===== src/hdl/msa_pkg.sv =====
package msa_pkg;

  // Result status codes.
  localparam logic [1:0] STATUS_OK    = 2'd0;
  localparam logic [1:0] STATUS_OVER  = 2'd1;
  localparam logic [1:0] STATUS_UNDER = 2'd2;
  localparam logic [1:0] STATUS_BAD   = 2'd3;

  // Operation codes.
  localparam logic OP_PUSH = 1'b0;
  localparam logic OP_POP  = 1'b1;

  // Word returned by a pop from an empty stack.
  localparam logic signed [31:0] UNDERFLOW_WORD = -32'sd999999;

  // Commands from the controller to the datapath.
  typedef struct packed {
    logic load;    // capture the incoming word
    logic lookup;  // segment base and fill level
    logic exec;    // memory access and fill update
  } msa_cmd_t;

endpackage


===== src/hdl/multi_stack_shared_array.sv =====
// A word taken at a clock edge passes through the lookup, memory access and response
// steps of the sequencer and gives its result, with done_o high, in the response step;
// busy_o holds off a new word during the lookup and memory access steps.
// A new word may be started in the response cycle; the receiver cannot stall.
// Reset (asynchronous, active low) empties all stacks and selects one stack.
module multi_stack_shared_array #(
  parameter int DEPTH      = 32,
  parameter int MAX_STACKS = 8
) (
  input  logic               clk_i,
  input  logic               rst_ni,
  input  logic               start_i,
  output logic               busy_o,
  output logic               done_o,
  input  logic               cfg_we_i,
  input  logic [3:0]         cfg_data_i,
  input  logic               opcode_i,
  input  logic [2:0]         stack_index_i,
  input  logic signed [31:0] push_value_i,
  output logic signed [31:0] pop_value_o,
  output logic [1:0]         status_o
);
  import msa_pkg::*;

  msa_cmd_t cmd;

  msa_ctrl u_ctrl (
    .clk_i   (clk_i),
    .rst_ni  (rst_ni),
    .start_i (start_i),
    .busy_o  (busy_o),
    .done_o  (done_o),
    .cmd_o   (cmd)
  );

  msa_datapath #(
    .DEPTH      (DEPTH),
    .MAX_STACKS (MAX_STACKS)
  ) u_datapath (
    .clk_i         (clk_i),
    .rst_ni        (rst_ni),
    .cmd_i         (cmd),
    .cfg_we_i      (cfg_we_i),
    .cfg_data_i    (cfg_data_i),
    .opcode_i      (opcode_i),
    .stack_index_i (stack_index_i),
    .push_value_i  (push_value_i),
    .pop_value_o   (pop_value_o),
    .status_o      (status_o)
  );

endmodule


===== src/hdl/msa_ctrl.sv =====
module msa_ctrl (
  input  logic              clk_i,
  input  logic              rst_ni,
  input  logic              start_i,
  output logic              busy_o,
  output logic              done_o,
  output msa_pkg::msa_cmd_t cmd_o
);
  import msa_pkg::*;

  localparam logic [1:0] S_IDLE   = 2'd0;
  localparam logic [1:0] S_LOOKUP = 2'd1;
  localparam logic [1:0] S_EXEC   = 2'd2;
  localparam logic [1:0] S_RESP   = 2'd3;

  logic [1:0] state_q, state_d;
  logic       accept;

  // The response cycle does not block a new word.
  assign busy_o = (state_q == S_LOOKUP) || (state_q == S_EXEC);
  assign accept = start_i && !busy_o;
  assign done_o = (state_q == S_RESP);

  always_comb begin
    cmd_o.load   = accept;
    cmd_o.lookup = (state_q == S_LOOKUP);
    cmd_o.exec   = (state_q == S_EXEC);
  end

  always_comb begin
    state_d = state_q;
    unique case (state_q)
      S_IDLE:   if (accept) state_d = S_LOOKUP;
      S_LOOKUP: state_d = S_EXEC;
      S_EXEC:   state_d = S_RESP;
      S_RESP:   state_d = accept ? S_LOOKUP : S_IDLE;
      default:  state_d = S_IDLE;
    endcase
  end

  always_ff @(posedge clk_i or negedge rst_ni) begin
    if (!rst_ni) begin
      state_q <= S_IDLE;
    end else begin
      state_q <= state_d;
    end
  end

  a_exec_then_done: assert property (@(posedge clk_i) disable iff (!rst_ni)
    cmd_o.exec |=> done_o)
    else $error("execute cycle not followed by a response");

  a_accept_goes_busy: assert property (@(posedge clk_i) disable iff (!rst_ni)
    accept |=> (busy_o && !done_o))
    else $error("accepted word did not occupy the block");

  a_done_one_cycle: assert property (@(posedge clk_i) disable iff (!rst_ni)
    done_o |=> !done_o)
    else $error("response held for more than one cycle");

endmodule


===== src/hdl/msa_datapath.sv =====
module msa_datapath #(
  parameter int DEPTH      = 32,
  parameter int MAX_STACKS = 8
) (
  input  logic                clk_i,
  input  logic                rst_ni,
  input  msa_pkg::msa_cmd_t   cmd_i,
  input  logic                cfg_we_i,
  input  logic [3:0]          cfg_data_i,
  input  logic                opcode_i,
  input  logic [2:0]          stack_index_i,
  input  logic signed [31:0]  push_value_i,
  output logic signed [31:0]  pop_value_o,
  output logic [1:0]          status_o
);
  import msa_pkg::*;

  // Only eight stacks can be addressed by the index field.
  localparam int NSLOT = (MAX_STACKS < 8) ? MAX_STACKS : 8;
  localparam int SW    = (NSLOT > 1) ? $clog2(NSLOT) : 1;
  localparam int AW    = $clog2(DEPTH + 1);
  localparam int IW    = $clog2(DEPTH);

  logic [AW-1:0] seg_tab [16];

  for (genvar K = 0; K < 16; K++) begin : g_seg
    if (K == 0) begin : g_zero
      assign seg_tab[K] = '0;
    end else begin : g_div
      assign seg_tab[K] = AW'(DEPTH / K);
    end
  end

  logic [3:0]           num_q;
  logic [AW-1:0]        seg_q;
  logic [AW-1:0]        fill_q [NSLOT];
  logic [31:0]          mem [DEPTH];

  logic                 op_q;
  logic [2:0]           idx_q;
  logic signed [31:0]   val_q;
  logic [AW-1:0]        base_q;
  logic [AW-1:0]        cur_q;
  logic                 bad_q;
  logic                 last_q;
  logic [1:0]           status_q;
  logic                 pop_ok_q;
  logic [31:0]          rd_q;

  logic [3:0]           cfg_v;
  logic [SW-1:0]        slot;
  logic [AW+2:0]        prod;
  logic [AW-1:0]        cap;
  logic [AW-1:0]        addr_full;
  logic [IW-1:0]        addr;
  logic                 do_push;
  logic                 do_pop;
  logic [1:0]           status_d;

  // Zero is taken as one stack; larger values saturate.
  always_comb begin
    cfg_v = cfg_data_i;
    if (cfg_v == 4'd0) begin
      cfg_v = 4'd1;
    end
    if ({3'd0, cfg_v} > 7'(MAX_STACKS)) begin
      cfg_v = 4'(MAX_STACKS);
    end
  end

  // An index beyond the slots is rejected anyway; steer it to a legal slot.
  assign slot = ({4'd0, idx_q} < 7'(NSLOT)) ? SW'(idx_q) : '0;
  assign prod = (AW + 3)'(idx_q) * (AW + 3)'(seg_q);
  assign cap  = last_q ? AW'(DEPTH[AW-1:0] - base_q) : seg_q;

  always_comb begin
    do_push  = 1'b0;
    do_pop   = 1'b0;
    status_d = STATUS_OK;
    if (bad_q) begin
      status_d = STATUS_BAD;
    end else if (op_q == OP_PUSH) begin
      if (cur_q >= cap) begin
        status_d = STATUS_OVER;
      end else begin
        do_push = 1'b1;
      end
    end else begin
      if (cur_q == '0) begin
        status_d = STATUS_UNDER;
      end else begin
        do_pop = 1'b1;
      end
    end
  end

  assign addr_full = do_pop ? AW'(base_q + cur_q - AW'(1)) : AW'(base_q + cur_q);
  assign addr      = addr_full[IW-1:0];

  always_ff @(posedge clk_i or negedge rst_ni) begin
    if (!rst_ni) begin
      num_q <= 4'd1;
      seg_q <= AW'(DEPTH);
      for (int i = 0; i < NSLOT; i++) begin
        fill_q[i] <= '0;
      end
    end else if (cfg_we_i) begin
      num_q <= cfg_v;
      seg_q <= seg_tab[cfg_v];
      for (int i = 0; i < NSLOT; i++) begin
        fill_q[i] <= '0;
      end
    end else if (cmd_i.exec) begin
      if (do_push) begin
        fill_q[slot] <= cur_q + AW'(1);
      end else if (do_pop) begin
        fill_q[slot] <= cur_q - AW'(1);
      end
    end
  end

  always_ff @(posedge clk_i) begin
    if (cmd_i.load) begin
      op_q  <= opcode_i;
      idx_q <= stack_index_i;
      val_q <= push_value_i;
    end
    if (cmd_i.lookup) begin
      base_q <= prod[AW-1:0];
      cur_q  <= fill_q[slot];
      bad_q  <= ({1'b0, idx_q} >= num_q);
      last_q <= ({1'b0, idx_q} + 4'd1 == num_q);
    end
    if (cmd_i.exec) begin
      status_q <= status_d;
      pop_ok_q <= do_pop;
    end
  end

  always_ff @(posedge clk_i) begin
    if (cmd_i.exec && do_push) begin
      mem[addr] <= val_q;
    end
    if (cmd_i.exec && do_pop) begin
      rd_q <= mem[addr];
    end
  end

  assign status_o = status_q;

  always_comb begin
    if (pop_ok_q) begin
      pop_value_o = rd_q;
    end else if (status_q == STATUS_UNDER) begin
      pop_value_o = UNDERFLOW_WORD;
    end else begin
      pop_value_o = '0;
    end
  end

endmodule


===== config.mk =====
export PLATFORM = sky130hd
export DESIGN_NAME = multi_stack_shared_array
export DESIGN_NICKNAME = d
export VERILOG_FILES = /design/src/hdl/msa_pkg.sv /design/src/hdl/multi_stack_shared_array.sv /design/src/hdl/msa_ctrl.sv /design/src/hdl/msa_datapath.sv
export SDC_FILE = /design/constraint.sdc
export NUM_CORES = 1
export LEC_CHECK = 0
export BUFFER_PORTS_ARGS = -buffer_cell sky130_fd_sc_hd__buf_4
export CAP_MARGIN = 20
export CORE_UTILIZATION = 39
export CTS_CLUSTER_DIAMETER = 120
export DETAILED_ROUTE_END_ITERATION = 6
export PLACE_DENSITY = 0.55
export SYNTH_ARGS = -nofsm -noshare
export SYNTH_HDL_FRONTEND = slang
export SYNTH_SLANG_ARGS = --single-unit
export TNS_END_PERCENT = 20

===== constraint.sdc =====
create_clock -name clk_i -period 6.45 [get_ports clk_i]
set_input_delay 0.9675 -clock clk_i [delete_from_list [all_inputs] [get_ports clk_i]]
set_output_delay 0.9675 -clock clk_i [all_outputs]
set_load 0.02 [all_outputs]

Yosys cells after proc, flatten, opt, wreduce, memory -nomap -nowiden
Memories as Yosys holds them, arrays and structs flattened. A register that Yosys moved wholly into a read port is not among the register bits.
Index checks and enable logic that the tools add are counted.
- flip-flop bits (word level): 107
- bits in writable memories: 1024
- ROM bits: 96
- bits of input ports: 44
- output and inout bits: 36
- logic and storage cells: 85
- memories: 2
- add/subtract/negate cells: 6
- $mul: 1
- $lt $le $gt $ge: 5
- equal/unequal tests: 6
- muxes and demuxes: 31
- bitwise gates (word level): 2
- reductions and logical operators: 13
- memories (memory ; depth ; bits a word ; read ports ; clocked after Yosys merged registers in ; write ports ; line ; RTL):
    u_datapath.mem ; 32 ; 32 ; 1 ; 1 ; 1 ; msa_datapath.sv:37 ; logic [31:0] mem [DEPTH];
    (name not given) ; 16 ; 6 ; 1 ; 1 ; 0 ; msa_datapath.sv:109 ; seg_q <= seg_tab[cfg_v];
- operators by type and width (operator ; count):
    $mux 48 ; 4
    $bwmux 48 ; 2
    $mux 32 ; 2
    $mux 6 ; 4
    $bmux 6 s3 ; 1
    $demux 6 s3 ; 1
    $mux 1 ; 10
    $mux 4 ; 2
    $pmux 2 s4 ; 1
    $add 6x1->6 const B ; 1
    $eq 2x2->1 const B ; 3
    $ge 6x6->1 ; 1
    $logic_not 6->1 ; 1
    $mul 3x6->6 ; 1
    $mux 2 ; 3
    $sub 6x1->6 const B ; 1
    $sub 6x6->6 const A ; 1
    $add 5x5->5 ; 1
    $mux 5 ; 1
    $not 4->5 ; 1
    $sub 5x1->5 const B ; 1
    $add 3x1->4 const B ; 1
    $eq 4x4->1 ; 1
    $ge 3x4->1 ; 1
    other kinds (14) ; 18

Longest topological paths before layout
Gate-level depths: netlist of the first run.
- word-level depth: 10
- mapped depth: 13
- gate-level depth less buffers: 12

Cells and area by module
Synthesis of the first run repeated with hierarchy kept, for this count alone.
- cells, all modules: 2491
- area, all modules: 44276.2 µm²
- modules (own cells, without submodules) (module ; instances ; cells an instance ; area each (µm²) ; seq. area each (µm²)):
    msa_datapath ; 1 ; 2472 ; 44086.0 ; 34755.8
    msa_ctrl ; 1 ; 19 ; 190.2 ; 50.0

Worst setup path after synthesis of the first run
Ideal clock, no wire load.
- kind: reg2reg
- start: reg u_datapath.cur_q[0]
- end: mem u_datapath.mem[10][0], enable pin
- setup time: 0.421 ns
- data arrival time: 4.379 ns
- data required time: 6.029 ns
- path slack: 1.649 ns
- cell stages (with the launch flop): 12
- buffers on the path: 3
- period minus slack after synthesis: 4.801 ns
- path through: edfxtp_1 -> ha_1 -> fa_1 -> inv_1 -> ha_1 -> a2111o_1 -> o31ai_1 -> clkbuf_1 -> buf_2 -> buf_2 -> nand3_1 -> nor2_1
- longest elaborated chain between the ends: 7
- elaborated cells between the ends (all ways): 14
- those cells by class: add/sub (2); order compare (1); mux (9); reduce/logical (2)
- RTL lines (what ; line ; RTL):
    from (decl) ; msa_datapath.sv:43 ; logic [AW-1:0] cur_q;
    from (signal assigned) ; msa_datapath.sv:130 ; cur_q <= fill_q[slot];
    parallel branches: the longest is 7 deep, another holds $add 5x5->5 ; - ;
    to (decl) ; msa_datapath.sv:37 ;
Parallel ways; which one is timed is not known.

Worst setup path in the final report of the first run
- start: reg u_datapath.cur_q[0]
- end: mem u_datapath.mem[9][27], enable pin
Same word-level chain as after synthesis.

==> key figures, run 1 <==
Timing
  – Minimum clock period: 5.16 ns
  – Setup total negative slack: 0 ns
  – Unrepaired setup endpoints after global routing: false
  – Slew Limit Fails: 0
  – Setup Viol. Count Final: 0
  – Worst slew margin: between 20% and 30%
  – Worst Hold Margin: 0.364 ns
  – Worst-Margin Slew: around 1.1 ns
  – Final Skew: ~0.041 ns
  – Post-route clock period utilization: around four fifths
  – Fmax: 194 MHz
  – Final Hold Violating Endpoints: 0

Clock network
  – Clock tree buffer depth: 3
  – Inserted Clock Buffers: roughly 120
  – CTS resizes: 0
  – Clock Tree Root: clkbuf_16
  – Clock sinks: 1169
  – Cts hold-fix bufs: 0
  – H-tree levels: 3
  – Clock transition at path regs: around 0.06 ns
  – Post-CTS Setup Bufs: 0
  – Clock Latency Late Sink: 0.70 ns
  – CTS tree: yes

Power and ir drop
  – Sw Ratio: about two fifths
  – Sequential share of power: 33.0%
  – Clk pwr share: 22.2%
  – Logic pwr share: roughly 45%
  – PwrDens: 575 nW/µm²
  – Switching Power: about 12000 µW
  – Cell internal pwr: ~17000 µW
  – Leak Pwr: 0.0166 µW
  – Maximum VDD drop: around 0.73 mV

Synthesis
  – Main synth FF type: edfxtp_1
  – Post-Syn Area: between 40000 and 50000 µm²
  – Commonest cells in the netlist: 1109 x edfxtp_1, 257 x a221oi_1, 257 x a22o_1, 129 x o22ai_1, 112 x clkbuf_1
  – Post-synth EDFFs: 1109
  – Share of the synthesized area in the top cell type: 75.6%
  – Synth Register Bits: ~1200
  – Most common cell in the synthesized netlist: edfxtp_1
  – Synth Warn #: 0
  – FFs w/ async S/R, synth: 5.13%
  – Syn nets: around 2500
  – Sequential area share after synthesis: roughly four fifths
  – Synth area leader: edfxtp_1
  – Count of different cell masters after synthesis: 54
  – Syn Inst Count: 2449
  – Syn_area_per_cell: ~18 µm²
  – Synth area leaders: edfxtp_1 76%, a221oi_1 5.1%, a22o_1 5.1%

Route
  – Via-to-Cell Ratio: ~6
  – Initial DRC Count: around 3000
  – DRC errors left: 0
  – Routed Antenna Nets: 0
  – DR pass1 iterations: 6
  – WL/cell: slightly above 30 µm
  – Detailed-route via count: around 25000
  – Detailed Route WL: 127 mm

GRT
  – Largest net degree at the start of global routing: 110
  – Vias in the first global route: about 24000
  – GRT overflow: 0
  – Initial antenna violation count: 9
  – First-pass GRT wire length: 182 mm
  – GRT Resource Usage Total: between 20 and 25%

Hold path
  – HP Class: in2async

Critical path
  – Setup CP Type: reg2reg
  – R2r setup slk: roughly 1.3 ns
  – Largest fanout on the critical path: 21
  – Crit end category: flop
  – CP startpoint kind: flop
  – Critical Path RT: roughly 6.8 ns
  – Crit path arrival time: 5.53 ns

Die
  – Total core area: 111000 µm²
  – Placement Rows: between 100 and 150
  – IO Pins: 80
  – Die extent in x: ~340 µm
  – Starting Density: roughly two fifths
  – Die height: ~340 µm
  – Die area: 114000 µm²

Job
  – Maxcap violations: 0

Cells and area
  – Layout Utilization: 45.9%
  – Fillers: between 9000 and 10000
  – Post-route cell area: just over 50000 µm²
  – P&R area growth vs syn: 15.9%
  – Nets: between 2000 and 3000
  – Fraction of final layout cells sized beyond drive strength 1: between 10% and 20%

Placement
  – Buffers on Ports: 79
  – Placed Area: about 47000 µm²
  – DP HPWL: about 78 mm
  – RePlAce Congestion: about 0.86

Status
  – Status: finished clean
==> worst max-delay path, stage by stage (launching register included) <==
cell and delay (ns):
edfxtp_1 0.45, clkinv_1 0.33, ha_1 0.36, nor2b_1 0.21, a21oi_4 0.53, o211ai_1 0.29, xnor2_1 0.64, nand3_2 0.77
nor2_4 0.88, buf_4 0.37
==> logic make-up after synthesis <==
logic type                 count (synthesis)  share of synthesized area [%]
xor gates and xnor gates                  25                          0.528
muxes                                     23                          0.537
and+or+nand+nor                          231                           3.00
adders and majority gates                 37                           1.14
AOI/OAI and AO/OA                        776                           14.1
DFF                                     1169                           79.0
buffers and inverters                    188                           1.71
==> layout by cell type, fill, tap and decap left out, types with 5 or more instances in the layout <==
| master | Yosys | layout |
|---|---|---|
| fa_1 | 5 | 5 |
| buf_12 | 0 | 20 |
| o211ai_1 | 10 | 10 |
| a221oi_1 | 257 | 257 |
| dfrtp_1 | 58 | 58 |
| ha_1 | 32 | 32 |
| mux2_2 | 5 | 5 |
| inv_1 | 21 | 21 |
| buf_16 | 0 | 6 |
| nand2b_1 | 10 | 8 |
| a21oi_1 | 14 | 14 |
| o22ai_1 | 129 | 129 |
| nand3_1 | 16 | 12 |
| clkinv_2 | 0 | 22 |
| nand2_1 | 16 | 16 |
| nor2_4 | 0 | 33 |
| a32oi_1 | 8 | 8 |
| or4_1 | 32 | 32 |
| a21o_1 | 24 | 24 |
| nor2_1 | 65 | 32 |
| nand4_1 | 5 | 5 |
| clkbuf_1 | 112 | 27 |
| nand3b_1 | 32 | 32 |
| o21ai_0 | 40 | 40 |
| clkbuf_16 | 0 | 117 |
| buf_4 | 0 | 168 |
| clkinv_1 | 2 | 25 |
| nor3b_1 | 7 | 6 |
| and2_1 | 21 | 20 |
| xor2_1 | 8 | 8 |
| bufinv_16 | 0 | 9 |
| edfxtp_1 | 1109 | 1109 |
| or2_2 | 9 | 11 |
| a22o_1 | 257 | 257 |
| mux2i_1 | 18 | 17 |
| a22oi_1 | 22 | 22 |
| xnor2_1 | 16 | 16 |
==> registers in the layout, summed over array words and instances, names as in the netlist <==
signal	flops
u_datapath.status_o	2
u_datapath.rd_q	32
u_datapath.idx_q	3
u_datapath.last_q	1
u_datapath.fill_q	48
u_datapath.val_q	32
u_datapath.base_q	6
u_datapath.bad_q	1
u_ctrl.state_q	2
u_datapath.op_q	1
u_datapath.cur_q	6
u_datapath.num_q	4
u_datapath.seg_q	6
u_datapath.mem	1024
u_datapath.pop_ok_q	1
==> power by group through the flow <==
stage                     clock network [µW]  logic (µW)  registers (µW)
after detailed placement                   0       13000            9860
after CTS                               6600       13100            9700
after global routing                    6870       13800            9710
final                                   6510       13200            9690
after global placement                     0       12900            9860
after floorplan                            0        7210            9980
==> path summary, 6_finish.rpt <==
path	start	to	cells past startpoint
min in group clk_i	push_value_i[22]	u_datapath.val_q[22]	1
max	u_datapath.cur_q[0]	u_datapath.mem[9][27]	9
max in group asynchronous	rst_ni	u_datapath.seg_q[2]	1
min reg2reg	u_datapath.fill_q[26]	u_datapath.fill_q[26]	2
min	rst_ni	u_datapath.fill_q[19]	1
max reg2reg	u_datapath.cur_q[0]	u_datapath.mem[9][27]	9
==> final cells by class <==
type	instances	area, µm²	share of cell area [%]
timing repair buffer	194	1830	3.58
antenna	2	5.00	0.00980
tap	1488	1860	3.65
sequential	1169	34800	68.2
clock inverter	66	594	1.16
clock buffer	145	3040	5.96
multi-input combinational	1092	8830	17.3
inverter	23	86.3	0.169
==> metrics by stage <==
step	setup WS (ns)	power [µW]	instances
after floorplan	1.65	17200	2449
after global placement	1.48	22800	3949
after detailed placement	1.34	22900	3961
after CTS	1.23	29400	4172
after global routing	0.921	30400	4177
final	1.29	29400	4179
==> metal layers <==
metal	vias up	GRT usage, %	wire [µm]
met5	-	0	22
met1	13200	31.2	54000
met3	198	3.63	10000
met2	1180	34.3	59800
met4	4	6.36	3580
li1	10700	-	-
Note: power is estimated with default switching activity, not from simulation.
==> run 2, diff against run 1 <==
==> constraint.sdc (replaced) <==
create_clock -name clk_i -period 5.1 [get_ports clk_i]
set_input_delay 0.765 -clock clk_i [delete_from_list [all_inputs] [get_ports clk_i]]
set_output_delay 0.765 -clock clk_i [all_outputs]
set_load 0.02 [all_outputs]
==> run 2 against run 1 <==
  * Cell count grew 0.34%
  * Non-clock buffer count grew 11
  * Clock skew grew 0.0043 ns
  * Core utilization grew 0.27 points
  * Fmax grew 13%
  * Highest routed layer unchanged
  * Sequential cell count is the same
  * Final area grew 0.60%
  * Combinational power grew 14%
  * Total power grew 23%
==> key figures, run 2 (synthesis gave the netlist of run 1 again) <==
Status
  – Status: finished clean

Critical path
  – Crit end category: flop
  – Setup CP Type: reg2reg
  – Critical Path RT: 5.48 ns
  – Crit path arrival time: roughly 4.9 ns
  – Launch point of the worst reg-to-reg path: u_datapath.base_q[1]
  – CP peak stage delay: about 0.57 ns
  – CP max stage cell: a211oi_2
  – Largest fanout on the critical path: 24
  – CP startpoint kind: flop
  – Crit-path cells: inv_1, ha_1, nor3b_1, xnor2_1, mux2i_1, ha_1, a2111oi_0, o21ai_0, a211oi_2, buf_4, nand3_1, buf_4, nor2_4, buf_12
  – R2R Path End: u_datapath.mem[24][26]
  – FF-to-FF path depth: 14
  – R2r setup slk: about 0.54 ns

Power and ir drop
  – PwrDens: between 700 and 800 nW/µm²
  – Total power draw: roughly 36000 µW
  – Leak Pwr: 0.0168 µW
  – Maximum VDD drop: approximately 0.8 mV

Timing
  – Worst slew margin: around a quarter
  – Minimum clock period: roughly 4.6 ns
  – Post-route clock period utilization: around nine tenths
  – Fmax: about 220 MHz
  – Unrepaired setup endpoints after global routing: false
  – Worst-Margin Slew: 1.14 ns
  – Slew Limit Fails: 0
  – Setup ws final: between 0.5 and 0.6 ns
  – Setup total negative slack: 0 ns
  – Final Hold Violating Endpoints: 0
  – Final Skew: 0.0448 ns
  – Setup Viol. Count Final: 0

Cells and area
  – Nets: around 2700
  – Most frequent cells in the layout: 1109 x edfxtp_1, 257 x a22o_1, 257 x a221oi_1, 170 x buf_4, 129 x o22ai_1
  – Commonest non-fill, non-tap cell in the layout: edfxtp_1
  – Inserted Diodes: 0
  – Register with the most flip-flops: u_datapath.mem
  – P&R area growth vs syn: 16.6%
  – Fraction of final layout cells sized beyond drive strength 1: 15.9%
  – Finished Layout Cells: around 4200
  – Max FFs per register: 1024
  – Top Registers: u_datapath.mem (1024), u_datapath.fill_q (48)
  – Post-route cell area: slightly above 50000 µm²

Clock network
  – Clock Latency Late Sink: 0.71 ns
  – Clock Tree Root: clkbuf_16
  – CTS resizes: 0
  – Post-CTS Setup Bufs: 0
  – H-tree levels: 3
  – Clock sinks: ~1200
  – Clock transition at path regs: about 0.060 ns
  – CTS tree: yes
  – Inserted Clock Buffers: ~120
  – Clock tree buffer depth: 3
  – Cts hold-fix bufs: 0

Die
  – Placement Rows: roughly 120
  – IO Pins: 80
  – Total core area: roughly 110000 µm²
  – Die area: roughly 110000 µm²
  – Starting Density: between 30% and 40%
  – Die extent in x: 338 µm
  – Die height: about 340 µm

Route
  – Wl on met1: around 54 mm
  – Detailed Route WL: between 100 and 150 mm
  – Via-to-Cell Ratio: ~6
  – DR pass1 iterations: 5
  – Detailed-route via count: roughly 25000
  – Met3 WL: about 7.9 mm
  – Routed Antenna Nets: 0
  – DRC errors left: 0
  – WL/cell: 30.2 µm
  – Initial DRC Count: roughly 2800
  – Top Metal Used: met5
  – Routed length on met2: approximately 60 mm

GRT
  – GRT Resource Usage Total: ~22%
  – Largest net degree at the start of global routing: between 100 and 150
  – GRT overflow: 0
  – First-pass GRT wire length: ~180 mm
  – Initial antenna violation count: 6
  – Vias in the first global route: between 20000 and 30000

Placement
  – Buffers on Ports: between 70 and 80
  – RePlAce Congestion: roughly 0.8
  – Worst slack, placed: 0.592 ns
  – Placed insts: roughly 4000
  – Placed Area: ~47000 µm²
  – DP HPWL: slightly above 70 mm

Job
  – Maxcap violations: 0

Hold path
  – HP Class: in2async
-- run 2: cell types whose count changed in the layout (fill, tap and decap cells not counted), sizes merged, moves of 2 or more --
cell      previous run  this run
inv                 25        23
clkinv              52        50
diode                2         0
clkbuf             145       151
clkinvlp             3         5
buf                194       205
-- run 2: layout make-up --
| type | instances | area, µm² |
|---|---|---|
| Clock buffer | 151 | 3110 |
| Clock inverter | 65 | 637 |
| Fill cell | 9345 | 59900 |
| Inverter | 23 | 86.3 |
| Multi-Input combinational cell | 1092 | 8830 |
| Sequential cell | 1169 | 34800 |
| Tap cell | 1488 | 1860 |
| Timing Repair Buffer | 205 | 2030 |
-- run 2: worst max path at each step --
stage                                    start                endpoint  cells after the start
final                     u_datapath.base_q[1]  u_datapath.mem[24][26]                     14
after CTS                 u_datapath.base_q[1]  u_datapath.mem[24][30]                     14
after global placement     u_datapath.cur_q[0]      u_datapath.rd_q[1]                      9
after floorplan            u_datapath.cur_q[0]   u_datapath.mem[10][0]                     11
after global routing      u_datapath.base_q[1]  u_datapath.mem[24][26]                     14
after detailed placement  u_datapath.base_q[1]  u_datapath.mem[24][24]                     14
-- run 2: power breakdown --
part	leakage [µW]	internal, µW	total, µW	switching, µW
logic	0.00417	5510	15100	9550
clock network	0.00181	4800	8390	3590
registers	0.0108	12000	12700	754
total	0.0168	22300	36200	13900
-- run 2: routing by layer --
layer / vias up / global-route usage, %
li1: 10700 / -
met1: 13300 / 30.4
met2: 1034 / 35.5
met3: 176 / 2.98
met4: 2 / 5.31
met5: - / 0
-- run 2: metrics by stage --
step	hold WS (ns)	util (%)
6_report	0.144	46.2
5_1_grt	0.181	46.2
4_1_cts	0.130	46.0
3_5_place_dp	0.484	42.6
3_3_place_gp	0.491	42.6
2_1_floorplan	0.468	-
-- run 2: critical path: cells and delay by family (launching register included) --
| family | cells | cell delay (ns) |
|---|---|---|
| AOI/OAI and AO/OA | 3 | 1.25 |
| buffers and inverters | 4 | 1.02 |
| muxes | 1 | 0.10 |
| DFF | 1 | 0.47 |
| and+or+nand+nor | 3 | 0.79 |
| adders and majority gates | 2 | 0.37 |
| xor gates and xnor gates | 1 | 0.16 |
